==> config.mk <==
export PLATFORM = sky130hd
export DESIGN_NAME = tiled_cmpr_block_decoder_core
export DESIGN_NICKNAME = d
export VERILOG_FILES = /design/src/rtl/core/tcbd_pkg.sv /design/src/rtl/core/tiled_cmpr_block_decoder_core.sv /design/src/rtl/core/tcbd_front.sv /design/src/rtl/core/tcbd_queue.sv /design/src/rtl/core/tcbd_back.sv
export SDC_FILE = /design/constraint.sdc
export NUM_CORES = 1
export LEC_CHECK = 0
export BUFFER_PORTS_ARGS = -buffer_cell sky130_fd_sc_hd__buf_2
export CAP_MARGIN = 5
export CORE_UTILIZATION = 57
export CTS_CLUSTER_DIAMETER = 120
export DETAILED_ROUTE_END_ITERATION = 12
export PLACE_DENSITY = 0.78
export SYNTH_ARGS = -nofsm -noshare
export SYNTH_HDL_FRONTEND = slang
export SYNTH_SLANG_ARGS = --single-unit
export TNS_END_PERCENT = 100
==> constraint.sdc <==
create_clock -name i_clk -period 8.05 [get_ports i_clk]
set_input_delay 0.805 -clock i_clk [delete_from_list [all_inputs] [get_ports i_clk]]
set_output_delay 0.805 -clock i_clk [all_outputs]
set_load 0.02 [all_outputs]
==> src/rtl/core/tcbd_pkg.sv <==
package tcbd_pkg;

    // Configuration register indexes.
    localparam logic [1:0] CFG_WIDTH  = 2'd0;
    localparam logic [1:0] CFG_HEIGHT = 2'd1;

    localparam logic [10:0] DIM_RESET = 11'd8;

    // Two-entry job queue between the front and the back.
    localparam int QUEUE_DEPTH = 2;
    localparam int QPTR_W      = $clog2(QUEUE_DEPTH);
    localparam int QCNT_W      = $clog2(QUEUE_DEPTH + 1);

    // 683 / 2048 is close enough to 1/3 for every sum below 1536.
    localparam logic [9:0] RECIP3 = 10'd683;

    typedef struct packed {
        logic [7:0] red;
        logic [7:0] green;
        logic [7:0] blue;
        logic [7:0] alpha;
    } t_rgba;

    typedef struct packed {
        t_rgba [3:0]  pal;
        logic  [31:0] idx;
        logic  [15:0] mask;
        logic  [9:0]  base_x;
        logic  [9:0]  base_y;
    } t_job;

    typedef struct packed {
        logic valid;
        logic full;
    } t_q_stat;

    typedef struct packed {
        logic pop;
        logic load;
        logic last;
        logic mask_nz;
    } t_back_stat;

    function automatic logic [7:0] grow5(input logic [4:0] v);
        grow5 = {v, v[4:2]};
    endfunction

    function automatic logic [7:0] grow6(input logic [5:0] v);
        grow6 = {v, v[5:4]};
    endfunction

    // Truncated (2a + b) / 3 for 8-bit a and b.
    function automatic logic [7:0] third(input logic [7:0] a, input logic [7:0] b);
        logic [9:0]  s;
        logic [19:0] p;
        s = {1'b0, a, 1'b0} + {2'b00, b};
        p = s * RECIP3;
        third = p[18:11];
    endfunction

    function automatic logic [7:0] midpoint(input logic [7:0] a, input logic [7:0] b);
        logic [8:0] s;
        s = {1'b0, a} + {1'b0, b};
        midpoint = s[8:1];
    endfunction

endpackage

==> src/rtl/core/tiled_cmpr_block_decoder_core.sv <==
// Tiled BC1 block decoder.
// Input channel (i_valid / o_ready, i_block_word): one beat per 8-byte compressed
// 4x4 sub-block, color0 in bits 63:48, color1 in 47:32, indices in 31:0.
// Sub-blocks arrive four per 8x8 macro tile (top-left, top-right, bottom-left,
// bottom-right), tiles row-major; the position wraps after the last tile.
// Output channel (o_valid / i_ready): one beat per visible texel with its image
// coordinates and RGBA8 color; o_last_of_block marks the final texel of a block.
// Texels outside image_width x image_height are dropped, and a fully clipped
// block produces no beat at all.
// Configuration channel (i_cfg_valid / o_cfg_ready, always ready): index 0 is the
// width, index 1 the height; write them only while the block is idle.
// An accepted block is written into the queue, and the back loads each visible texel
// of the queue head into the output register; clipped positions before the first
// visible texel are passed over first. Throughput: the texel sequencer visits one
// texel position per cycle while the output slot is free or the position is clipped,
// up to the block's last visible one.
// A two-entry queue buffers decoded blocks, so input is taken while the output
// stalls, until the queue is full. Reset sets both dimensions to 8, the position
// to the first sub-block, and empties the queue and output register.
module tiled_cmpr_block_decoder_core #(
    parameter int MAX_DIM = 1024
) (
    input  logic        i_clk,
    input  logic        i_rst_n,
    input  logic        i_cfg_valid,
    output logic        o_cfg_ready,
    input  logic [1:0]  i_cfg_index,
    input  logic [10:0] i_cfg_data,
    input  logic        i_valid,
    output logic        o_ready,
    input  logic [63:0] i_block_word,
    output logic        o_valid,
    input  logic        i_ready,
    output logic [9:0]  o_texel_x,
    output logic [9:0]  o_texel_y,
    output logic [7:0]  o_red,
    output logic [7:0]  o_green,
    output logic [7:0]  o_blue,
    output logic [7:0]  o_alpha,
    output logic        o_last_of_block
);

    logic                 push;
    logic                 pop;
    tcbd_pkg::t_job       job;
    tcbd_pkg::t_job       head;
    tcbd_pkg::t_q_stat    q_stat;
    tcbd_pkg::t_back_stat b_stat;

    assign o_cfg_ready = 1'b1;
    assign o_ready     = !q_stat.full;

    tcbd_front #(
        .MAX_DIM (MAX_DIM)
    ) u_front (
        .i_clk        (i_clk),
        .i_rst_n      (i_rst_n),
        .i_cfg_valid  (i_cfg_valid),
        .i_cfg_index  (i_cfg_index),
        .i_cfg_data   (i_cfg_data),
        .i_valid      (i_valid),
        .i_block_word (i_block_word),
        .i_q_stat     (q_stat),
        .o_push       (push),
        .o_job        (job)
    );

    tcbd_queue u_queue (
        .i_clk   (i_clk),
        .i_rst_n (i_rst_n),
        .i_push  (push),
        .i_job   (job),
        .i_pop   (pop),
        .o_head  (head),
        .o_stat  (q_stat)
    );

    tcbd_back u_back (
        .i_clk           (i_clk),
        .i_rst_n         (i_rst_n),
        .i_head          (head),
        .i_head_valid    (q_stat.valid),
        .i_ready         (i_ready),
        .o_pop           (pop),
        .o_stat          (b_stat),
        .o_valid         (o_valid),
        .o_texel_x       (o_texel_x),
        .o_texel_y       (o_texel_y),
        .o_red           (o_red),
        .o_green         (o_green),
        .o_blue          (o_blue),
        .o_alpha         (o_alpha),
        .o_last_of_block (o_last_of_block)
    );

`ifndef SYNTHESIS
    // The front never writes a full queue.
    a_no_overflow: assert property (@(posedge i_clk) disable iff (!i_rst_n)
        push |-> !q_stat.full)
        else $error("block pushed into a full queue");

    // The back only pops from a non-empty queue.
    a_no_underflow: assert property (@(posedge i_clk) disable iff (!i_rst_n)
        pop |-> q_stat.valid)
        else $error("pop from an empty queue");

    // A block with visible texels retires exactly when its last texel is loaded.
    a_retire_on_last: assert property (@(posedge i_clk) disable iff (!i_rst_n)
        b_stat.pop && b_stat.mask_nz |-> b_stat.load && b_stat.last)
        else $error("block retired without emitting its last texel");

    // Reset empties the queue and the output register.
    a_reset_clears: assert property (@(posedge i_clk)
        !i_rst_n |=> !o_valid && !q_stat.valid)
        else $error("state not cleared by reset");
`endif

endmodule

==> src/rtl/core/tcbd_front.sv <==
module tcbd_front #(
    parameter int MAX_DIM = 1024
) (
    input  logic              i_clk,
    input  logic              i_rst_n,
    input  logic              i_cfg_valid,
    input  logic [1:0]        i_cfg_index,
    input  logic [10:0]       i_cfg_data,
    input  logic              i_valid,
    input  logic [63:0]       i_block_word,
    input  tcbd_pkg::t_q_stat i_q_stat,
    output logic              o_push,
    output tcbd_pkg::t_job    o_job
);

    localparam int EFF_MAX  = (MAX_DIM > 2047) ? 2047 : MAX_DIM;
    localparam int TILE_MAX = (EFF_MAX + 7) / 8;
    localparam int TW       = (TILE_MAX > 1) ? $clog2(TILE_MAX) : 1;
    localparam logic [10:0] DIM_CAP = 11'(EFF_MAX);

    logic [10:0]   r_width;
    logic [10:0]   r_height;
    logic [TW-1:0] r_col;
    logic [TW-1:0] r_row;
    logic [1:0]    r_sub;
    logic [TW-1:0] n_col;
    logic [TW-1:0] n_row;
    logic [1:0]    n_sub;

    logic [10:0] eff_w;
    logic [10:0] eff_h;
    logic [11:0] sum_w;
    logic [11:0] sum_h;
    logic [8:0]  tiles_w;
    logic [8:0]  tiles_h;
    logic [8:0]  col_inc;
    logic [8:0]  row_inc;

    logic [15:0]    c0;
    logic [15:0]    c1;
    tcbd_pkg::t_rgba e0;
    tcbd_pkg::t_rgba e1;
    tcbd_pkg::t_rgba e2;
    tcbd_pkg::t_rgba e3;
    logic [3:0]     col_ok;
    logic [3:0]     row_ok;

    always_ff @(posedge i_clk) begin
        if (!i_rst_n) begin
            r_width  <= tcbd_pkg::DIM_RESET;
            r_height <= tcbd_pkg::DIM_RESET;
        end else if (i_cfg_valid) begin
            unique case (i_cfg_index)
                tcbd_pkg::CFG_WIDTH:  r_width  <= i_cfg_data;
                tcbd_pkg::CFG_HEIGHT: r_height <= i_cfg_data;
                default: ;
            endcase
        end
    end

    assign eff_w   = (r_width > DIM_CAP) ? DIM_CAP : r_width;
    assign eff_h   = (r_height > DIM_CAP) ? DIM_CAP : r_height;
    assign sum_w   = {1'b0, eff_w} + 12'd7;
    assign sum_h   = {1'b0, eff_h} + 12'd7;
    // A zero dimension still counts as one macro tile.
    assign tiles_w = (sum_w[11:3] == 9'd0) ? 9'd1 : sum_w[11:3];
    assign tiles_h = (sum_h[11:3] == 9'd0) ? 9'd1 : sum_h[11:3];
    assign col_inc = 9'(r_col) + 9'd1;
    assign row_inc = 9'(r_row) + 9'd1;

    assign o_push = i_valid && !i_q_stat.full;

    always_comb begin
        n_col = r_col;
        n_row = r_row;
        n_sub = r_sub + 2'd1;
        if (r_sub == 2'd3) begin
            if (col_inc >= tiles_w) begin
                n_col = '0;
                n_row = (row_inc >= tiles_h) ? '0 : row_inc[TW-1:0];
            end else begin
                n_col = col_inc[TW-1:0];
            end
        end
    end

    always_ff @(posedge i_clk) begin
        if (!i_rst_n) begin
            r_col <= '0;
            r_row <= '0;
            r_sub <= '0;
        end else if (o_push) begin
            r_col <= n_col;
            r_row <= n_row;
            r_sub <= n_sub;
        end
    end

    // Palette.
    assign c0 = i_block_word[63:48];
    assign c1 = i_block_word[47:32];

    always_comb begin
        e0 = '{red: tcbd_pkg::grow5(c0[15:11]), green: tcbd_pkg::grow6(c0[10:5]),
               blue: tcbd_pkg::grow5(c0[4:0]), alpha: 8'hFF};
        e1 = '{red: tcbd_pkg::grow5(c1[15:11]), green: tcbd_pkg::grow6(c1[10:5]),
               blue: tcbd_pkg::grow5(c1[4:0]), alpha: 8'hFF};
        if (c0 > c1) begin
            e2 = '{red: tcbd_pkg::third(e0.red, e1.red),
                   green: tcbd_pkg::third(e0.green, e1.green),
                   blue: tcbd_pkg::third(e0.blue, e1.blue), alpha: 8'hFF};
            e3 = '{red: tcbd_pkg::third(e1.red, e0.red),
                   green: tcbd_pkg::third(e1.green, e0.green),
                   blue: tcbd_pkg::third(e1.blue, e0.blue), alpha: 8'hFF};
        end else begin
            e2 = '{red: tcbd_pkg::midpoint(e0.red, e1.red),
                   green: tcbd_pkg::midpoint(e0.green, e1.green),
                   blue: tcbd_pkg::midpoint(e0.blue, e1.blue), alpha: 8'hFF};
            e3 = '0;
        end
    end

    // Clipping mask: texel i is visible when its column and its row both are.
    always_comb begin
        for (int j = 0; j < 4; j++) begin
            col_ok[j] = 12'({r_col, r_sub[0], 2'(j)}) < {1'b0, eff_w};
            row_ok[j] = 12'({r_row, r_sub[1], 2'(j)}) < {1'b0, eff_h};
        end
        for (int i = 0; i < 16; i++) begin
            o_job.mask[i] = col_ok[i % 4] && row_ok[i / 4];
        end
        o_job.pal    = {e3, e2, e1, e0};
        o_job.idx    = i_block_word[31:0];
        o_job.base_x = 10'({r_col, r_sub[0], 2'b00});
        o_job.base_y = 10'({r_row, r_sub[1], 2'b00});
    end

endmodule

==> src/rtl/core/tcbd_queue.sv <==
module tcbd_queue (
    input  logic              i_clk,
    input  logic              i_rst_n,
    input  logic              i_push,
    input  tcbd_pkg::t_job    i_job,
    input  logic              i_pop,
    output tcbd_pkg::t_job    o_head,
    output tcbd_pkg::t_q_stat o_stat
);

    tcbd_pkg::t_job                   r_mem [tcbd_pkg::QUEUE_DEPTH];
    logic [tcbd_pkg::QPTR_W-1:0]      r_wr_ptr;
    logic [tcbd_pkg::QPTR_W-1:0]      r_rd_ptr;
    logic [tcbd_pkg::QCNT_W-1:0]      r_count;

    always_ff @(posedge i_clk) begin
        if (i_push) begin
            r_mem[r_wr_ptr] <= i_job;
        end
    end

    always_ff @(posedge i_clk) begin
        if (!i_rst_n) begin
            r_wr_ptr <= '0;
            r_rd_ptr <= '0;
            r_count  <= '0;
        end else begin
            if (i_push) begin
                r_wr_ptr <= r_wr_ptr + 1'b1;
            end
            if (i_pop) begin
                r_rd_ptr <= r_rd_ptr + 1'b1;
            end
            if (i_push && !i_pop) begin
                r_count <= r_count + 1'b1;
            end else if (i_pop && !i_push) begin
                r_count <= r_count - 1'b1;
            end
        end
    end

    assign o_head       = r_mem[r_rd_ptr];
    assign o_stat.valid = (r_count != '0);
    assign o_stat.full  = (r_count == tcbd_pkg::QCNT_W'(tcbd_pkg::QUEUE_DEPTH));

endmodule

==> src/rtl/core/tcbd_back.sv <==
module tcbd_back (
    input  logic                 i_clk,
    input  logic                 i_rst_n,
    input  tcbd_pkg::t_job       i_head,
    input  logic                 i_head_valid,
    input  logic                 i_ready,
    output logic                 o_pop,
    output tcbd_pkg::t_back_stat o_stat,
    output logic                 o_valid,
    output logic [9:0]           o_texel_x,
    output logic [9:0]           o_texel_y,
    output logic [7:0]           o_red,
    output logic [7:0]           o_green,
    output logic [7:0]           o_blue,
    output logic [7:0]           o_alpha,
    output logic                 o_last_of_block
);

    logic [3:0]      r_pos;
    logic            r_valid;
    logic [15:0]     rest;
    logic            cur;
    logic            higher;
    logic            slot_free;
    logic            step;
    logic            load;
    logic [4:0]      shamt;
    logic [1:0]      code;
    tcbd_pkg::t_rgba color;

    assign rest      = i_head.mask >> r_pos;
    assign cur       = rest[0];
    assign higher    = |rest[15:1];
    assign slot_free = !r_valid || i_ready;
    // Clipped positions are passed over without waiting for the output slot.
    assign step      = i_head_valid && (slot_free || !cur);
    assign load      = step && cur;
    assign o_pop     = step && !higher;

    assign shamt = 5'd30 - {r_pos, 1'b0};
    assign code  = 2'(i_head.idx >> shamt);
    assign color = i_head.pal[code];

    always_ff @(posedge i_clk) begin
        if (!i_rst_n) begin
            r_pos   <= '0;
            r_valid <= 1'b0;
        end else begin
            if (step) begin
                r_pos <= higher ? r_pos + 4'd1 : 4'd0;
            end
            if (load) begin
                r_valid <= 1'b1;
            end else if (i_ready) begin
                r_valid <= 1'b0;
            end
        end
    end

    always_ff @(posedge i_clk) begin
        if (load) begin
            o_texel_x       <= i_head.base_x | {8'd0, r_pos[1:0]};
            o_texel_y       <= i_head.base_y | {8'd0, r_pos[3:2]};
            o_red           <= color.red;
            o_green         <= color.green;
            o_blue          <= color.blue;
            o_alpha         <= color.alpha;
            o_last_of_block <= !higher;
        end
    end

    assign o_valid        = r_valid;
    assign o_stat.pop     = o_pop;
    assign o_stat.load    = load;
    assign o_stat.last    = !higher;
    assign o_stat.mask_nz = (i_head.mask != 16'd0);

endmodule
# ---- Yosys cells after proc, flatten, opt, wreduce, memory -nomap -nowiden
# Memory sizes are Yosys's and may differ from the RTL's. A register that Yosys moved wholly into a read port is not among the register bits.
# Cells that the tools add are included.
# W data, S select, Z words.
dict set report word_totals {
  out_inout_bits 56
  register_bits 100
  ramBits 352
  mem_count 1
  latchBits 0
  mem_bits_ro 0
  in_bits 82
}
# memory words word_bits rd rd_ports_with_merged_regs wr line_no
set memory_table {}
lappend memory_table {u_queue.r_mem 2 176 1 1 1 tcbd_queue.sv:11} ;# tcbd_pkg::t_job r_mem [tcbd_pkg::QUEUE_DEPTH];
dict set report classes {
  n_shift 2
  bitwise 2
  reduce_logical 41
  n_lt_le_gt_ge 14
  n_mux 19
  add_sub_neg 20
  div 0
  mul 6
  eq_ne 3
}
# op count
set ops {}
lappend ops {{$mul A10 B10 Y19 const B} 6}
lappend ops {{$mux W32} 3}
lappend ops {{$lt A10 B11 Y1} 8}
lappend ops {{$bmux W32 S2} 1}
lappend ops {{$add A9 B8 Y10} 6}
lappend ops {{$shr A32 B5 Y2} 1}
lappend ops {{$add A8 B8 Y9} 3}
lappend ops {{$add A11 B3 Y12 const B} 2}
lappend ops {{$gt A11 B11 Y1 const B} 2}
lappend ops {{$logic_and A1 B1 Y1} 22}
lappend ops {{$mux W11} 2}
lappend ops {{$or A10 B2 Y10} 2}
lappend ops {{$ge A9 B9 Y1} 2}
lappend ops {{$logic_not A9 Y1} 2}
lappend ops {{$mux W9} 2}
lappend ops {{$add A7 B1 Y8 const B} 2}
lappend ops {{$gt A16 B16 Y1} 1}
lappend ops {{$shr A16 B4 Y16} 1}
lappend ops {{$reduce_or A15 Y1} 1}
lappend ops {{$mux W7} 2}
lappend ops {{$logic_not A1 Y1} 6}
lappend ops {{$mux W1} 6}
lappend ops {{$reduce_and A2 Y1} 3}
lappend ops {{$reduce_bool A2 Y1} 3}
lappend ops {{13 further kinds} 18}

# ---- Depth between registers and ports, before layout
dict set report logic_depth {
  depth_word 8
  ltp_mapped 27
  depth_no_buf 27
}

# ---- Modules after synthesis
# A second synthesis with hierarchy kept.
dict set report unflattened {
  cells_unflattened 2709
  area_unflattened_um2 34556.9
}
# mod cells_each seq_area_each_um2 instances area_per_inst_um2
set by_module_without_submodules {}
lappend by_module_without_submodules {tcbd_front 1864 760.7 1 16178.0}
lappend by_module_without_submodules {tcbd_queue 632 11871.4 1 14939.3}
lappend by_module_without_submodules {tcbd_back 210 1691.6 1 3424.5}
lappend by_module_without_submodules {tiled_cmpr_block_decoder_core 3 0.0 1 15.0}

# ---- Worst setup path after synthesis
# OpenSTA, ideal clock, no wires.
dict set report synth_timing {
  path_type {input to register}
  startpoint {in i_valid}
  endpoint {mem u_queue.r_mem[0][0] (netlist name) (enable)}
  path_slack_ps -190
  setup_ps 669
  stages 3
  required_ps 7381
  arrival_time_ps 7572
  n_path_buf 1
  cell_sequence {and2_1 -> clkbuf_1 -> nor2b_1}
}
dict set report synth_via {
  elab_chain_cells 3
}
# item line_no
set synth_rtl {}
lappend synth_rtl {{start: declaration} tiled_cmpr_block_decoder_core.sv:29} ;# input logic i_valid,
lappend synth_rtl {{$logic_and A1 B1 Y1} tcbd_front.sv:71} ;# assign o_push = i_valid && !i_q_stat.full;
lappend synth_rtl {{via push} tiled_cmpr_block_decoder_core.sv:43} ;# logic push;
lappend synth_rtl {{$mux W1} tcbd_queue.sv:17} ;# if (i_push) begin
lappend synth_rtl {{$mux W1 (implied by the code)} tcbd_queue.sv:18} ;# r_mem[r_wr_ptr] <= i_job;
lappend synth_rtl {{end: declaration} tcbd_queue.sv:11}
# The timed path passes the listed nets, and every way through them passes these cells.

==> reports/metrics.csv <==
metric,value,unit
Synth async-reset ratio,0,
TritonCTS buffer count,38,
root buf cell,clkbuf_16,
most frequent cells in the layout,"ha_1, inv_1, edfxtp_1",
post_cts resized,0,
part of the cycle the worst path needs,0.8282,
WL final,61880,µm
cell area after synthesis,28880,µm²
Syn Area/Cell,11.90,µm²
largest cells by area after synthesis,"edfxtp_1, ha_1, fa_1",
routability cong.,0.9348,
count of cell types in the netlist,86,
Leak,14.13,nW
"Net Count, Synth",3093,
reg2reg start,u_front.r_height[10],
Yosys warning count,0,
post-DR wirelength/cell,18.98,µm
switch share,0.4342,
CTS clock-pin slew for the worst setup and hold paths,70,ps
number of port buffers,136,
Post-Synthesis Cells,2427,
Worst setup SP type,input port,
post-synth top area share,0.3494,
worst min-delay path category,input port to register,
placed cell count,3190,
reg2reg setup slack,3320,ps
Final Hold Viols,0,
H-tree Lvls,2,
CTS tree,built,
Slew @ Worst Pin,1183,ps
share of layout cells above drive strength 1,0.1252,
critical path arrival,6900,ps
power share of the clock group,0.142,
diode count,0,
RSZ-0062 raised after global routing,no,
P&R area growth vs syn,8.931,%
Yosys top cell by area,edfxtp_1,
result of the run,"complete, no violations",
logic gate share of total power,0.633,
core area,50070,µm²
chip height,227.1,µm
CTS Sinks,384,
num rows,82,
Vias/cell,5.702,
Cell Pwr Density,407.5,nW/µm²
vias,18588,
r2r worst-path depth,17,
CP required,8280,ps
Max-Cap Viols,0,
Setup Viol. Count Final,0,
"Top FF cell, synth",edfxtp_1,
Worst-Skew Late Latency,540,ps
#FFs+latches synth,384,
GRT Residual Overflow,0,
final instance area,31450,µm²
Pre-antenna DRT Iters,5,
clock skew,19.46,ps
Worst Hold Depth,1,
Power Total,0.01282,W
Initial Utilization,0.5767,
Nets,3224,
post-CTS setup buffer count,0,
Slew HR,0.2092,
Reg-to-Reg End,u_front.r_row[5],
sequential share of the synthesized area,0.3827,
Placement Cell Area,30160,µm²
Worst Setup Path Type,input port to register,
largest net degree at the start of global routing,112,
Max Clock Freq,150.0,MHz
Cell Int Power,0.007252,W
DRT iter0 DRCs,1017,
"commonest non-fill, non-tap cell in the layout",ha_1,
top-level port count,138,
final std cells w/o fill,3260,
GRT Util Overall,0.2431,
Hold Buf Count CTS,0,
initial antenna violation count,1,
"EDFF count, synth",336,
Max clock buf depth,3,
Residual DRC,0,
Die W,227.1,µm
first-pass GRT wire length,98150,µm
hold path start,i_block_word[16],
post-layout min period,6667,ps
Routed Antenna Nets,0,
post-route setup TNS,0,ps
hold worst-path end,u_queue.r_mem[1][48],
vias in the first global route,19236,
Die ar.,51560,µm²
CP Capture Type,register,
Pins Over Slew Limit,0,
Worst Path Max Fanout,9,
sw power,0.005566,W
maximum VDD drop,0.0003005,V
Sequential Power Share,0.225,
Post-DP HPWL,47130,µm
-- cells in the mapped netlist (14+ instances only) --
library cell / number
a21o_1: 42
a21oi_1: 89
clkbuf_1: 22
dfxtp_1: 48
edfxtp_1: 336
fa_1: 135
ha_1: 449
inv_1: 373
mux2_2: 29
mux2i_1: 89
mux4_2: 43
nand2_1: 99
nand2b_1: 19
nand3_1: 21
nand4_1: 15
nor2_1: 119
nor3_1: 29
o21a_1: 14
o21ai_0: 51
o21bai_1: 21
o221ai_2: 16
or3_1: 20
xnor2_1: 86
xor2_1: 46
-- per-layer routing --
metal / share of wire / global-route usage / wire [µm] / up-vias
met5: 0.00021 / 0 / 13 / -
met4: 0.028 / 0.07231 / 1718 / 2
met3: 0.040 / 0.02478 / 2481 / 108
met2: 0.50 / 0.4314 / 30830 / 424
met1: 0.43 / 0.3141 / 26840 / 9148
li1: - / - / - / 8906
-- sequential cells by signal, indices dropped and copies added (netlist names), 2 cells and up, named ones only --
register          count
u_front.r_height     11
u_front.r_row         7
u_back.o_texel_x     10
u_back.r_pos          4
u_front.r_width      11
u_queue.r_mem       290
u_back.o_blue         8
u_front.r_col         7
u_back.o_green        8
u_queue.r_count       2
u_back.o_red          8
u_front.r_sub         2
u_back.o_texel_y     10
-- worst max-delay path by stage --
stage                     start               endpoint  slack (ps)  depth (start not counted)
6_report       i_block_word[45]  u_queue.r_mem[1][174]        1380                         26
2_1_floorplan  i_block_word[35]  u_queue.r_mem[0][127]        1630                         26
3_3_place_gp   i_block_word[42]  u_queue.r_mem[0][135]        1110                         25
5_1_grt        i_block_word[42]  u_queue.r_mem[0][135]         950                         25
3_5_place_dp   i_block_word[42]  u_queue.r_mem[0][135]         900                         25
4_1_cts        i_block_word[45]  u_queue.r_mem[1][174]        1410                         26
-- critical path, stage by stage --
cell and delay [ps]:
buf_2 170, ha_1 250, inv_1 80, fa_1 210, nor2b_1 60, o21ai_0 250
a21boi_1 150, o21a_1 200, o21a_1 200, o21ai_0 510, inv_1 180, ha_1 330
ha_1 310, inv_1 60, fa_1 530, inv_1 60, fa_1 460, ha_1 310
ha_1 340, a21o_1 170, a21o_1 180, a21o_1 210, o2111ai_1 240, nand3b_1 220
a211oi_1 310, nor3_1 110
-- power groups by stage --
stage	registers (W)	clock network, W	logic (W)
6_report	0.00289	0.00182	0.00811
3_5_place_dp	0.00293	0	0.00804
5_1_grt	0.00292	0.00193	0.00926
3_3_place_gp	0.00291	0	0.00771
4_1_cts	0.00289	0.00185	0.00815
2_1_floorplan	0.00297	0	0.00603
-- final cells by class --
type	instances	area, µm²
fillers	3886	18610
multi-input cells	1607	16050
flip-flops and latches	384	11050
inverters	376	1411
clock buffers	50	1067
well taps	672	840.8
repair buffers	151	805.8
clock inverters	20	226.5
-- logic make-up (layout without fill, tap and decap cells) --
group / count (synthesis) / after routing / share of synthesized area
AND/OR/NAND/NOR: 375 / 375 / 0.06114
other: 1 / 1 / 0.0001299
AO/OA/AOI/OAI: 348 / 348 / 0.08523
flip-flops: 384 / 384 / 0.3827
XOR/XNOR: 132 / 132 / 0.04004
buffers and inverters: 436 / 597 / 0.06261
adder cells (fa/ha/maj): 584 / 584 / 0.2882
multiplexers: 167 / 167 / 0.07999
-- per-stage QoR --
stage | util | hold slack [ps] | setup slack (ps)
after floorplan | - | 406.4 | 1635
after global placement | 0.6024 | 464.6 | 1111
after detailed placement | 0.6024 | 479.1 | 904.0
after CTS | 0.6282 | 428.5 | 1412
after global routing | 0.6282 | 432.2 | 948.7
final | 0.6282 | 451.2 | 1383
Power figures use the tool's default switching activity.
